<file path="src/fmam_pkg.sv">
// shared types, codes and constants of the fm/am iq demodulator
package fmam_pkg;

  // width of the step counter shared by the cordic and the square root
  localparam int STEP_W = 5;

  // modulation register
  localparam int MOD_W = 2;
  localparam logic [MOD_W-1:0] MODE_FM = 2'd0;
  localparam logic [MOD_W-1:0] MODE_AM = 2'd1;

  // angle format: pi is 2^24
  localparam int ANGLE_FRAC = 24;
  localparam int ANG_W      = 23;
  localparam int ANGLE_LEN  = 24;
  localparam int ZW         = 27;
  localparam logic signed [ZW-1:0] HALF_PI = 27'sd8388608;

  // multiply-accumulate operations
  localparam int MAC_OP_W = 3;
  localparam logic [MAC_OP_W-1:0] MAC_RE_SET_IPI = 3'd0;
  localparam logic [MAC_OP_W-1:0] MAC_RE_ADD_QPQ = 3'd1;
  localparam logic [MAC_OP_W-1:0] MAC_IM_SET_QPI = 3'd2;
  localparam logic [MAC_OP_W-1:0] MAC_IM_SUB_IPQ = 3'd3;
  localparam logic [MAC_OP_W-1:0] MAC_RE_SET_II  = 3'd4;
  localparam logic [MAC_OP_W-1:0] MAC_RE_ADD_QQ  = 3'd5;

  // result select
  localparam int OUT_SEL_W = 2;
  localparam logic [OUT_SEL_W-1:0] OUT_SEL_ZERO = 2'd0;
  localparam logic [OUT_SEL_W-1:0] OUT_SEL_FM   = 2'd1;
  localparam logic [OUT_SEL_W-1:0] OUT_SEL_AM   = 2'd2;

  // commands from the controller to the datapath
  typedef struct packed {
    logic                 load;
    logic                 mac_en;
    logic [MAC_OP_W-1:0]  mac_op;
    logic                 cordic_init;
    logic                 cordic_step;
    logic                 sqrt_init;
    logic                 sqrt_step;
    logic [STEP_W-1:0]    step;
    logic                 out_load;
    logic [OUT_SEL_W-1:0] out_sel;
  } cmd_t;

  // status from the datapath to the controller
  typedef struct packed {
    logic prod_zero;
  } status_t;

  // atan(2^-i) in units where pi is 2^24, rounded
  function automatic logic [ANG_W-1:0] atan_entry(input logic [STEP_W-1:0] idx);
    logic [ANG_W-1:0] v;
    case (idx)
      5'd0:  v = 23'd4194304;
      5'd1:  v = 23'd2476042;
      5'd2:  v = 23'd1308273;
      5'd3:  v = 23'd664100;
      5'd4:  v = 23'd333339;
      5'd5:  v = 23'd166832;
      5'd6:  v = 23'd83436;
      5'd7:  v = 23'd41721;
      5'd8:  v = 23'd20861;
      5'd9:  v = 23'd10430;
      5'd10: v = 23'd5215;
      5'd11: v = 23'd2608;
      5'd12: v = 23'd1304;
      5'd13: v = 23'd652;
      5'd14: v = 23'd326;
      5'd15: v = 23'd163;
      5'd16: v = 23'd81;
      5'd17: v = 23'd41;
      5'd18: v = 23'd20;
      5'd19: v = 23'd10;
      5'd20: v = 23'd5;
      5'd21: v = 23'd3;
      5'd22: v = 23'd1;
      5'd23: v = 23'd1;
      default: v = '0;
    endcase
    return v;
  endfunction

endpackage

</file>
<file path="src/fm_am_iq_demodulator.sv">
// top level of the fm/am iq demodulator
//
// Input stream (s_*): one complex baseband sample per transaction, I and Q
// signed with SAMPLE_WIDTH-1 fraction bits. Output stream (m_*): one
// demodulated value per input, same format. cfg_we/cfg_wdata write the
// 2-bit modulation register (0 fm discriminator, 1 am envelope, 2-3 zero);
// write it only while no transaction is in flight.
// Each item runs in order: fm does the multiply-accumulate steps, a setup
// step, the cordic rotations and a finish step that loads the result; a
// zero product skips the rotations. am does the multiply steps, a setup
// step, the square-root bits and the finish step. The other modes go
// straight to the finish step. The next sample is accepted in the cycle
// after the result is loaded, when the sequencer is back in idle.
// The rate is set by the single shared multiplier and by the iterative cordic
// and square-root units, one step per cycle. One item is processed at a time;
// s_tready is high while the sequencer is idle, even if a result still waits
// in the output register. If m_tready stays low the finished next result is
// held until the output register is free. Reset clears the stored fm sample
// to zero, selects fm mode and empties the output register.
module fm_am_iq_demodulator #(
  parameter int SAMPLE_WIDTH = 16,
  parameter int CORDIC_STEPS = 16
) (
  input  logic                                     clk,
  input  logic                                     rst,
  input  logic                                     cfg_we,
  input  logic [fmam_pkg::MOD_W-1:0]               cfg_wdata,
  input  logic                                     s_tvalid,
  output logic                                     s_tready,
  // in_phase, quadrature, zero fill
  input  logic [((2*SAMPLE_WIDTH+7)/8)*8-1:0]      s_tdata,
  output logic                                     m_tvalid,
  input  logic                                     m_tready,
  // demod_value, zero fill
  output logic [((SAMPLE_WIDTH+7)/8)*8-1:0]        m_tdata
);
  import fmam_pkg::*;

  localparam int OUT_TDATA_W = ((SAMPLE_WIDTH + 7) / 8) * 8;

  cmd_t                           cmd;
  status_t                        status;
  logic signed [SAMPLE_WIDTH-1:0] in_phase, quadrature, demod_value;

  // unpack the input transaction
  assign in_phase   = s_tdata[SAMPLE_WIDTH-1:0];
  assign quadrature = s_tdata[2*SAMPLE_WIDTH-1:SAMPLE_WIDTH];

  // pack the output transaction
  assign m_tdata = OUT_TDATA_W'($unsigned(demod_value));

  fmam_ctrl #(
    .SAMPLE_WIDTH (SAMPLE_WIDTH),
    .CORDIC_STEPS (CORDIC_STEPS)
  ) u_ctrl (
    .clk       (clk),
    .rst       (rst),
    .cfg_we    (cfg_we),
    .cfg_wdata (cfg_wdata),
    .s_tvalid  (s_tvalid),
    .s_tready  (s_tready),
    .m_tvalid  (m_tvalid),
    .m_tready  (m_tready),
    .cmd       (cmd),
    .status    (status)
  );

  fmam_datapath #(
    .SAMPLE_WIDTH (SAMPLE_WIDTH)
  ) u_datapath (
    .clk         (clk),
    .rst         (rst),
    .cmd         (cmd),
    .status      (status),
    .in_phase    (in_phase),
    .quadrature  (quadrature),
    .demod_value (demod_value)
  );

endmodule

</file>
<file path="src/fmam_datapath.sv">
// datapath: sample registers, shared multiplier, cordic, square root, output register
module fmam_datapath #(
  parameter int SAMPLE_WIDTH = 16
) (
  input  logic                           clk,
  input  logic                           rst,
  input  fmam_pkg::cmd_t                 cmd,
  output fmam_pkg::status_t              status,
  input  logic signed [SAMPLE_WIDTH-1:0] in_phase,
  input  logic signed [SAMPLE_WIDTH-1:0] quadrature,
  output logic signed [SAMPLE_WIDTH-1:0] demod_value
);
  import fmam_pkg::*;

  localparam int PW        = 2 * SAMPLE_WIDTH;
  localparam int AW        = PW + 1;
  localparam int XW        = PW + 3;
  localparam int NR        = SAMPLE_WIDTH + 1;
  localparam int RADW      = 2 * NR;
  localparam int REMW      = NR + 1;
  localparam int OUT_SHIFT = ANGLE_FRAC + 1 - SAMPLE_WIDTH;
  localparam logic signed [ZW-1:0] ROUND_HALF = ZW'(2 ** (OUT_SHIFT - 1));
  localparam logic signed [ZW-1:0] OUT_MAX    = ZW'(2 ** (SAMPLE_WIDTH - 1) - 1);
  localparam logic signed [ZW-1:0] OUT_MIN    = ZW'(-(2 ** (SAMPLE_WIDTH - 1)));
  localparam logic [NR-1:0]        AM_MAX     = NR'(2 ** (SAMPLE_WIDTH - 1) - 1);

  logic signed [SAMPLE_WIDTH-1:0] cur_i, cur_q, prev_i, prev_q, mul_a, mul_b;
  logic signed [PW-1:0]           prod;
  logic signed [AW-1:0]           prod_ext, acc_re, acc_im;
  logic signed [XW-1:0]           x, y, re_x, im_x, dx, dy;
  logic signed [ZW-1:0]           z, ang, z_round, z_shift;
  logic                           zero_prod;
  logic [RADW-1:0]                rad;
  logic [REMW-1:0]                rem;
  logic [NR-1:0]                  root, am_half;
  logic [REMW+1:0]                rem_sh, trial;
  logic                           sqrt_ge;
  logic [NR:0]                    root_inc;
  logic signed [SAMPLE_WIDTH-1:0] fm_val, am_val;

  // multiplier operand select
  always_comb begin
    case (cmd.mac_op)
      MAC_RE_SET_IPI: begin mul_a = cur_i; mul_b = prev_i; end
      MAC_RE_ADD_QPQ: begin mul_a = cur_q; mul_b = prev_q; end
      MAC_IM_SET_QPI: begin mul_a = cur_q; mul_b = prev_i; end
      MAC_IM_SUB_IPQ: begin mul_a = cur_i; mul_b = prev_q; end
      MAC_RE_SET_II:  begin mul_a = cur_i; mul_b = cur_i; end
      MAC_RE_ADD_QQ:  begin mul_a = cur_q; mul_b = cur_q; end
      default:        begin mul_a = '0;    mul_b = '0; end
    endcase
  end

  assign prod     = mul_a * mul_b;
  assign prod_ext = AW'(prod);

  // stored fm sample
  always_ff @(posedge clk) begin
    if (rst) begin
      prev_i <= '0;
      prev_q <= '0;
    end else if (cmd.mac_en && cmd.mac_op == MAC_IM_SUB_IPQ) begin
      prev_i <= cur_i;
      prev_q <= cur_q;
    end
  end

  // current sample and product accumulators
  always_ff @(posedge clk) begin
    if (cmd.load) begin
      cur_i <= in_phase;
      cur_q <= quadrature;
    end
    if (cmd.mac_en) begin
      case (cmd.mac_op)
        MAC_RE_SET_IPI: acc_re <= prod_ext;
        MAC_RE_ADD_QPQ: acc_re <= acc_re + prod_ext;
        MAC_IM_SET_QPI: acc_im <= prod_ext;
        MAC_IM_SUB_IPQ: acc_im <= acc_im - prod_ext;
        MAC_RE_SET_II:  acc_re <= prod_ext;
        MAC_RE_ADD_QQ:  acc_re <= acc_re + prod_ext;
        default:        acc_re <= acc_re;
      endcase
    end
  end

  assign status.prod_zero = (acc_re == '0) && (acc_im == '0);

  // cordic micro-rotation terms
  assign re_x = XW'(acc_re);
  assign im_x = XW'(acc_im);
  assign dx   = y >>> cmd.step;
  assign dy   = x >>> cmd.step;
  assign ang  = {{(ZW - ANG_W){1'b0}}, atan_entry(cmd.step)};

  // cordic vectoring, one rotation per cycle
  always_ff @(posedge clk) begin
    if (cmd.cordic_init) begin
      zero_prod <= status.prod_zero;
      if (re_x < 0) begin
        if (im_x >= 0) begin
          x <= im_x;
          y <= -re_x;
          z <= HALF_PI;
        end else begin
          x <= -im_x;
          y <= re_x;
          z <= -HALF_PI;
        end
      end else begin
        x <= re_x;
        y <= im_x;
        z <= '0;
      end
    end else if (cmd.cordic_step) begin
      if (y >= 0) begin
        x <= x + dx;
        y <= y - dy;
        z <= z + ang;
      end else begin
        x <= x - dx;
        y <= y + dy;
        z <= z - ang;
      end
    end
  end

  // restoring square root, one result bit per cycle
  assign rem_sh  = {rem, rad[RADW-1 -: 2]};
  assign trial   = {1'b0, root, 2'b01};
  assign sqrt_ge = rem_sh >= trial;

  always_ff @(posedge clk) begin
    if (cmd.sqrt_init) begin
      rad  <= {1'b0, acc_re[PW-1:0], 1'b0};
      rem  <= '0;
      root <= '0;
    end else if (cmd.sqrt_step) begin
      rad  <= rad << 2;
      rem  <= sqrt_ge ? REMW'(rem_sh - trial) : REMW'(rem_sh);
      root <= {root[NR-2:0], sqrt_ge};
    end
  end

  // fm result: round the angle to the output scale and clamp
  assign z_round = z + ROUND_HALF;
  assign z_shift = z_round >>> OUT_SHIFT;

  always_comb begin
    if (z_shift > OUT_MAX) begin
      fm_val = SAMPLE_WIDTH'(OUT_MAX);
    end else if (z_shift < OUT_MIN) begin
      fm_val = SAMPLE_WIDTH'(OUT_MIN);
    end else begin
      fm_val = SAMPLE_WIDTH'(z_shift);
    end
  end

  // am result: halve the root of twice the power with rounding, clamp
  assign root_inc = {1'b0, root} + (NR+1)'(1);
  assign am_half  = root_inc[NR:1];
  assign am_val   = (am_half > AM_MAX) ? SAMPLE_WIDTH'(AM_MAX) : SAMPLE_WIDTH'(am_half);

  // output register
  always_ff @(posedge clk) begin
    if (cmd.out_load) begin
      case (cmd.out_sel)
        OUT_SEL_FM: demod_value <= zero_prod ? '0 : fm_val;
        OUT_SEL_AM: demod_value <= am_val;
        default:    demod_value <= '0;
      endcase
    end
  end

endmodule

</file>
<file path="src/fmam_ctrl.sv">
// controller: handshakes, modulation register and sequencing of the datapath
module fmam_ctrl #(
  parameter int SAMPLE_WIDTH = 16,
  parameter int CORDIC_STEPS = 16
) (
  input  logic                         clk,
  input  logic                         rst,
  input  logic                         cfg_we,
  input  logic [fmam_pkg::MOD_W-1:0]   cfg_wdata,
  input  logic                         s_tvalid,
  output logic                         s_tready,
  output logic                         m_tvalid,
  input  logic                         m_tready,
  output fmam_pkg::cmd_t               cmd,
  input  fmam_pkg::status_t            status
);
  import fmam_pkg::*;

  localparam logic [2:0] ST_IDLE   = 3'd0;
  localparam logic [2:0] ST_MAC    = 3'd1;
  localparam logic [2:0] ST_PREP   = 3'd2;
  localparam logic [2:0] ST_CORDIC = 3'd3;
  localparam logic [2:0] ST_SQRT   = 3'd4;
  localparam logic [2:0] ST_FINISH = 3'd5;

  localparam logic [STEP_W-1:0] LAST_CORDIC = STEP_W'(CORDIC_STEPS - 1);
  localparam logic [STEP_W-1:0] LAST_SQRT   = STEP_W'(SAMPLE_WIDTH);
  localparam logic [STEP_W-1:0] LAST_MAC_FM = STEP_W'(3);
  localparam logic [STEP_W-1:0] LAST_MAC_AM = STEP_W'(1);

  logic [2:0]        state, state_next;
  logic [STEP_W-1:0] cnt, cnt_next;
  logic [MOD_W-1:0]  modulation, item_mode, item_mode_next;
  logic              out_valid, out_valid_next;

  assign s_tready = (state == ST_IDLE);
  assign m_tvalid = out_valid;

  // sequencing
  always_comb begin
    state_next     = state;
    cnt_next       = cnt;
    item_mode_next = item_mode;
    cmd            = '0;
    cmd.step       = cnt;
    case (state)
      ST_IDLE: begin
        if (s_tvalid) begin
          cmd.load       = 1'b1;
          item_mode_next = modulation;
          cnt_next       = '0;
          if (modulation == MODE_FM || modulation == MODE_AM) begin
            state_next = ST_MAC;
          end else begin
            state_next = ST_FINISH;
          end
        end
      end
      ST_MAC: begin
        cmd.mac_en = 1'b1;
        if (item_mode == MODE_FM) begin
          case (cnt[1:0])
            2'd0:    cmd.mac_op = MAC_RE_SET_IPI;
            2'd1:    cmd.mac_op = MAC_RE_ADD_QPQ;
            2'd2:    cmd.mac_op = MAC_IM_SET_QPI;
            default: cmd.mac_op = MAC_IM_SUB_IPQ;
          endcase
        end else begin
          cmd.mac_op = cnt[0] ? MAC_RE_ADD_QQ : MAC_RE_SET_II;
        end
        if ((item_mode == MODE_FM && cnt == LAST_MAC_FM) ||
            (item_mode != MODE_FM && cnt == LAST_MAC_AM)) begin
          cnt_next   = '0;
          state_next = ST_PREP;
        end else begin
          cnt_next = cnt + STEP_W'(1);
        end
      end
      ST_PREP: begin
        cnt_next = '0;
        if (item_mode == MODE_FM) begin
          cmd.cordic_init = 1'b1;
          state_next = status.prod_zero ? ST_FINISH : ST_CORDIC;
        end else begin
          cmd.sqrt_init = 1'b1;
          state_next    = ST_SQRT;
        end
      end
      ST_CORDIC: begin
        cmd.cordic_step = 1'b1;
        if (cnt == LAST_CORDIC) begin
          cnt_next   = '0;
          state_next = ST_FINISH;
        end else begin
          cnt_next = cnt + STEP_W'(1);
        end
      end
      ST_SQRT: begin
        cmd.sqrt_step = 1'b1;
        if (cnt == LAST_SQRT) begin
          cnt_next   = '0;
          state_next = ST_FINISH;
        end else begin
          cnt_next = cnt + STEP_W'(1);
        end
      end
      ST_FINISH: begin
        case (item_mode)
          MODE_FM: cmd.out_sel = OUT_SEL_FM;
          MODE_AM: cmd.out_sel = OUT_SEL_AM;
          default: cmd.out_sel = OUT_SEL_ZERO;
        endcase
        if (!out_valid || m_tready) begin
          cmd.out_load = 1'b1;
          state_next   = ST_IDLE;
        end
      end
      default: begin
        state_next = ST_IDLE;
      end
    endcase
  end

  // output transaction pending flag
  always_comb begin
    if (cmd.out_load) begin
      out_valid_next = 1'b1;
    end else if (m_tready) begin
      out_valid_next = 1'b0;
    end else begin
      out_valid_next = out_valid;
    end
  end

  // control registers
  always_ff @(posedge clk) begin
    if (rst) begin
      state      <= ST_IDLE;
      cnt        <= '0;
      item_mode  <= MODE_FM;
      modulation <= MODE_FM;
      out_valid  <= 1'b0;
    end else begin
      state     <= state_next;
      cnt       <= cnt_next;
      item_mode <= item_mode_next;
      out_valid <= out_valid_next;
      if (cfg_we) begin
        modulation <= cfg_wdata;
      end
    end
  end

`ifndef SYNTHESIS
  // a held result is never overwritten
  assert property (@(posedge clk) disable iff (rst)
    cmd.out_load |-> (!out_valid || m_tready))
    else $error("output register overwritten while a result waits");

  // unused modes go straight to the result
  assert property (@(posedge clk) disable iff (rst)
    (state == ST_IDLE && s_tvalid && modulation != MODE_FM && modulation != MODE_AM)
    |=> state == ST_FINISH)
    else $error("unused mode did not skip to the result");

  // the cordic runs only for fm items
  assert property (@(posedge clk) disable iff (rst)
    state == ST_CORDIC |-> item_mode == MODE_FM)
    else $error("cordic active outside fm mode");

  // am takes only two multiply steps
  assert property (@(posedge clk) disable iff (rst)
    (state == ST_MAC && item_mode == MODE_AM) |-> cnt < STEP_W'(2))
    else $error("am multiply sequence overran");

  // a result appears only from the finish state
  assert property (@(posedge clk) disable iff (rst)
    $rose(out_valid) |-> $past(state) == ST_FINISH)
    else $error("result valid raised outside finish");
`endif

endmodule

</file>
<file path="config.mk">
export PLATFORM = sky130hd
export DESIGN_NAME = fm_am_iq_demodulator
export DESIGN_NICKNAME = d
export VERILOG_FILES = /design/src/fmam_pkg.sv /design/src/fm_am_iq_demodulator.sv /design/src/fmam_datapath.sv /design/src/fmam_ctrl.sv
export SDC_FILE = /design/constraint.sdc
export NUM_CORES = 2
export LEC_CHECK = 0
export ABC_AREA = 1
export BUFFER_PORTS_ARGS = -buffer_cell sky130_fd_sc_hd__buf_4
export CORE_MARGIN = 4
export CORE_UTILIZATION = 39
export DETAILED_ROUTE_END_ITERATION = 8
export HOLD_SLACK_MARGIN = 0.15
export PLACE_DENSITY_LB_ADDON = 0.05
export SETUP_SLACK_MARGIN = 0.5
export SLEW_MARGIN = 10
export SYNTH_ARGS = -nofsm -noshare
export SYNTH_HDL_FRONTEND = slang
export SYNTH_SLANG_ARGS = --single-unit
</file>
<file path="constraint.sdc">
create_clock -name clk -period 12.3 [get_ports clk]
set_clock_uncertainty 0.1 [all_clocks]
set_input_delay 1.23 -clock clk [delete_from_list [all_inputs] [get_ports clk]]
set_output_delay 1.23 -clock clk [all_outputs]
set_load 0.02 [all_outputs]
</file>
==> flow_results.xml <==
<?xml version="1.0" encoding="UTF-8"?>
<metrics>
  <group name="clocking">
    <metric name="cts_inserted_buffers" unit="">49</metric>
    <metric name="clock_sinks" unit="">348</metric>
    <metric name="clock_insertion_delay_worst_skew" unit="ns">0.66</metric>
    <metric name="ctsHtreeMaxLevel" unit="">2</metric>
    <metric name="postCtsResizedCells" unit="">0</metric>
    <metric name="ctsHoldBuffers" unit="">0</metric>
    <metric name="cts_setup_buffers" unit="">0</metric>
    <metric name="cts_root_buf" unit="">sky130_fd_sc_hd__clkbuf_16</metric>
    <metric name="clk_pin_slew" unit="ns">0.06</metric>
    <metric name="tritoncts" unit="">done</metric>
    <metric name="cts_max_path_buffers" unit="">3</metric>
  </group>
  <group name="global_route">
    <metric name="grt_antenna_before_repair" unit="">3</metric>
    <metric name="total_global_route_track_usage" unit="%">26.8</metric>
    <metric name="first_global_vias" unit="">40470</metric>
    <metric name="globalRoute.totalOverflow" unit="">0</metric>
    <metric name="global_route_wire_length_before_repair" unit="um">242000</metric>
    <metric name="grt_max_degree" unit="">83</metric>
  </group>
  <group name="timing">
    <metric name="worst_hold_slack" unit="ns">0.356</metric>
    <metric name="tightestPinTransition" unit="ns">1.06</metric>
    <metric name="fmaxAchievable" unit="GHz">0.0947</metric>
    <metric name="finalMaxSlewViolations" unit="">0</metric>
    <metric name="fin_tns_setup" unit="ns">0</metric>
    <metric name="grt_setup_unrepaired" unit="">no</metric>
    <metric name="slew_headroom" unit="%">28.4</metric>
    <metric name="post-route-period-util" unit="%">85.9</metric>
    <metric name="period_needed" unit="ns">10.57</metric>
    <metric name="report.final.setup_viol" unit="">0</metric>
    <metric name="final_critical_path_setup_slack" unit="ns">1.74</metric>
    <metric name="hold_viol_final" unit="">0</metric>
  </group>
  <group name="critical_path">
    <metric name="critical-path-top-cell-by-count" unit="">sky130_fd_sc_hd__inv_1</metric>
    <metric name="worst_setup_path_start_kind" unit="">flip-flop</metric>
    <metric name="r2r_end" unit="">u_datapath.acc_re[31]</metric>
    <metric name="cp-end-kind" unit="">flip-flop</metric>
    <metric name="worstRegToRegCells" unit="">36</metric>
    <metric name="timing.critical_path.fanout_max" unit="">29</metric>
    <metric name="crit_required" unit="ns">12.56</metric>
    <metric name="slowest_stage" unit="">sky130_fd_sc_hd__o2111ai_1</metric>
    <metric name="critical_path_arrival" unit="ns">10.82</metric>
    <metric name="critPathMaxStageDelay" unit="ns">0.79</metric>
    <metric name="worst-r2r-setup-slack" unit="ns">1.74</metric>
    <metric name="regToRegStartpoint" unit="">u_ctrl.cnt[0]</metric>
    <metric name="setup.worst_path.class" unit="">reg2reg</metric>
  </group>
  <group name="route">
    <metric name="wirelength" unit="um">158000</metric>
    <metric name="drt-vias-per-instance" unit="">5.29</metric>
    <metric name="first_iter_violations" unit="">3200</metric>
    <metric name="detailroute.via_count" unit="">41631</metric>
    <metric name="wl_per_cell" unit="um">20.1</metric>
    <metric name="number_of_nets_with_antenna_violations_after_detailed_routing" unit="">0</metric>
    <metric name="dr.pass1.iters" unit="">8</metric>
    <metric name="drc" unit="">0</metric>
  </group>
  <group name="worst_hold_path">
    <metric name="hold_path_end" unit="">u_datapath.prev_i[8]</metric>
    <metric name="worst_hold_path.num_cells" unit="">2</metric>
    <metric name="worst_hold_path_type" unit="">reg2reg</metric>
    <metric name="hold_path_startpoint" unit="">u_datapath.prev_i[8]</metric>
  </group>
  <group name="yosys">
    <metric name="synth_commonest_cells" unit="">1807 x sky130_fd_sc_hd__nand2_1, 1002 x sky130_fd_sc_hd__inv_1, 448 x sky130_fd_sc_hd__nor2_1</metric>
    <metric name="yosys_most_used_dff" unit="">sky130_fd_sc_hd__edfxtp_1</metric>
    <metric name="synth_cell_types" unit="">70</metric>
    <metric name="synthCells" unit="">6374</metric>
    <metric name="post-synth-top-area-fraction" unit="%">16.9</metric>
    <metric name="number_of_nets_in_the_synthesized_netlist" unit="">6958</metric>
    <metric name="yosys-top-cells-area" unit="">sky130_fd_sc_hd__edfxtp_1 17%, sky130_fd_sc_hd__nand2_1 16%, sky130_fd_sc_hd__fa_1 12%, sky130_fd_sc_hd__inv_1 8.7%, sky130_fd_sc_hd__ha_1 8.0%</metric>
    <metric name="yosys.area.top_type" unit="">sky130_fd_sc_hd__edfxtp_1</metric>
    <metric name="synth.avg_cell_area" unit="um2">6.81</metric>
    <metric name="synthMostInstantiatedCell" unit="">sky130_fd_sc_hd__nand2_1</metric>
    <metric name="synth_seq_area_share" unit="%">21.7</metric>
    <metric name="synthesis.area" unit="um2">43400</metric>
    <metric name="flip_flop_and_latch_count_after_synthesis" unit="">348</metric>
    <metric name="ys.warnings.count" unit="">0</metric>
    <metric name="synth_async_sr_flop_share" unit="%">0</metric>
    <metric name="synth_edf_count" unit="">244</metric>
  </group>
  <group name="layout">
    <metric name="areaGrowthSynthToFinish" unit="%">8.24</metric>
    <metric name="fill_cells" unit="">11914</metric>
    <metric name="register_area" unit="um2">9420</metric>
    <metric name="post_route_cells_drive_above_1_share" unit="%">5.40</metric>
    <metric name="multi_input_logic_area" unit="um2">29300</metric>
    <metric name="diodes" unit="">0</metric>
    <metric name="finish.net_count" unit="">6919</metric>
    <metric name="final_cell_area" unit="um2">47000</metric>
  </group>
  <group name="placement">
    <metric name="placedInstanceArea" unit="um2">45200</metric>
    <metric name="detailedPlace.worstSlack" unit="ns">1.85</metric>
    <metric name="hpwl" unit="um">127000</metric>
    <metric name="place.port_buffers" unit="">56</metric>
    <metric name="gpl.final_weighted_congestion" unit="">0.954</metric>
  </group>
  <group name="status">
    <metric name="status" unit="">finished, final reports clean</metric>
  </group>
  <group name="floorplanning">
    <metric name="fp.dieH" unit="um">342</metric>
    <metric name="boundaryPins" unit="">57</metric>
    <metric name="die_outline_area" unit="um2">117000</metric>
    <metric name="core_box_area" unit="um2">111000</metric>
    <metric name="die_x" unit="um">342</metric>
    <metric name="initial_utilization" unit="%">39.3</metric>
    <metric name="number_of_rows_created_at_floorplan" unit="">122</metric>
  </group>
  <group name="run">
    <metric name="cap_violations" unit="">0</metric>
  </group>
</metrics>
-- metrics by stage --
step | utilization, % | instances
6_report | 42.5 | 7864
5_1_grt | 42.5 | 7864
4_1_cts | 42.5 | 7864
3_5_place_dp | 40.9 | 7772
3_3_place_gp | 40.9 | 7772
2_1_floorplan | - | 6374
-- cells by family after synthesis --
| group | count (synthesis) | share of synthesized area [%] |
|---|---|---|
| flops | 348 | 21.7 |
| simple gates | 2891 | 27.7 |
| buf+inv | 1226 | 10.9 |
| mux | 18 | 0.461 |
| xor+xnor | 204 | 4.12 |
| compound gates | 1142 | 14.8 |
| fa+ha+maj | 545 | 20.3 |
-- cell type report --
cell class                      count  share of cell area (%)
Clock buffer                       62                    3.00
Clock inverter                     30                   0.695
Inverter                         1025                    8.19
Multi-Input combinational cell   4800                    62.3
Sequential cell                   348                    20.0
Tap cell                         1488                    3.96
Timing Repair Buffer              111                    1.77
-- registers in the layout (all words and copies together), names as in the netlist --
name,cells
u_datapath.x,35
u_datapath.y,35
u_datapath.acc_im,33
u_datapath.acc_re,33
u_datapath.rad,33
u_datapath.z,27
u_datapath.ang,23
u_datapath.rem,18
u_datapath.root,17
u_datapath.cur_i,16
u_datapath.cur_q,16
u_datapath.demod_value,16
u_datapath.prev_i,16
u_datapath.prev_q,16
u_ctrl.cnt,5
u_ctrl.state,3
u_ctrl.item_mode,2
u_ctrl.modulation,2
u_ctrl.m_tvalid,1
u_datapath.zero_prod,1
-- layout by cell type (no fill, tap or decap), types with 100 or more instances in the layout --
| cell | instances |
|---|---|
| sky130_fd_sc_hd__nand2_1 | 1806 |
| sky130_fd_sc_hd__inv_1 | 999 |
| sky130_fd_sc_hd__edfxtp_1 | 244 |
| sky130_fd_sc_hd__o21ai_0 | 430 |
| sky130_fd_sc_hd__a21oi_1 | 378 |
| sky130_fd_sc_hd__xor2_1 | 140 |
| sky130_fd_sc_hd__nor2_1 | 445 |
| sky130_fd_sc_hd__buf_4 | 111 |
| sky130_fd_sc_hd__nand3_1 | 391 |
| sky130_fd_sc_hd__ha_1 | 278 |
| sky130_fd_sc_hd__dfxtp_1 | 100 |
| sky130_fd_sc_hd__fa_1 | 267 |
-- how the worst max path moves through the flow --
stage             startpoint                     to  slack [ns]  depth (start not counted)
3_5_place_dp   u_ctrl.cnt[0]  u_datapath.acc_re[31]        1.85                         36
3_3_place_gp   u_ctrl.cnt[0]  u_datapath.acc_re[28]        1.81                         37
4_1_cts        u_ctrl.cnt[0]  u_datapath.acc_re[31]        1.74                         36
2_1_floorplan  u_ctrl.cnt[1]  u_datapath.acc_re[32]        3.56                         44
6_report       u_ctrl.cnt[0]  u_datapath.acc_re[31]        1.74                         36
5_1_grt        u_ctrl.cnt[0]  u_datapath.acc_re[31]        1.07                         36
-- per-layer routing --
layer / vias to the layer above / GRT usage [%] / share of wire, %
li1: 20601 / - / -
met1: 19754 / 35.5 / 44
met2: 1062 / 45.6 / 47
met3: 210 / 2.47 / 5.1
met4: 4 / 9.69 / 4.1
met5: - / 0 / 0.018
-- critical path, delay by kind of cell, from the launching register on --
family / cells / cell delay (ns)
adders and majority gates: 9 / 4.27
and+or+nand+nor: 12 / 2.42
DFF: 1 / 0.46
AOI/OAI and AO/OA: 7 / 1.98
buffers and inverters: 8 / 0.99
Power is not shown: default switching activity piles up to over one toggle a cycle in this logic, so the estimate is an artifact.
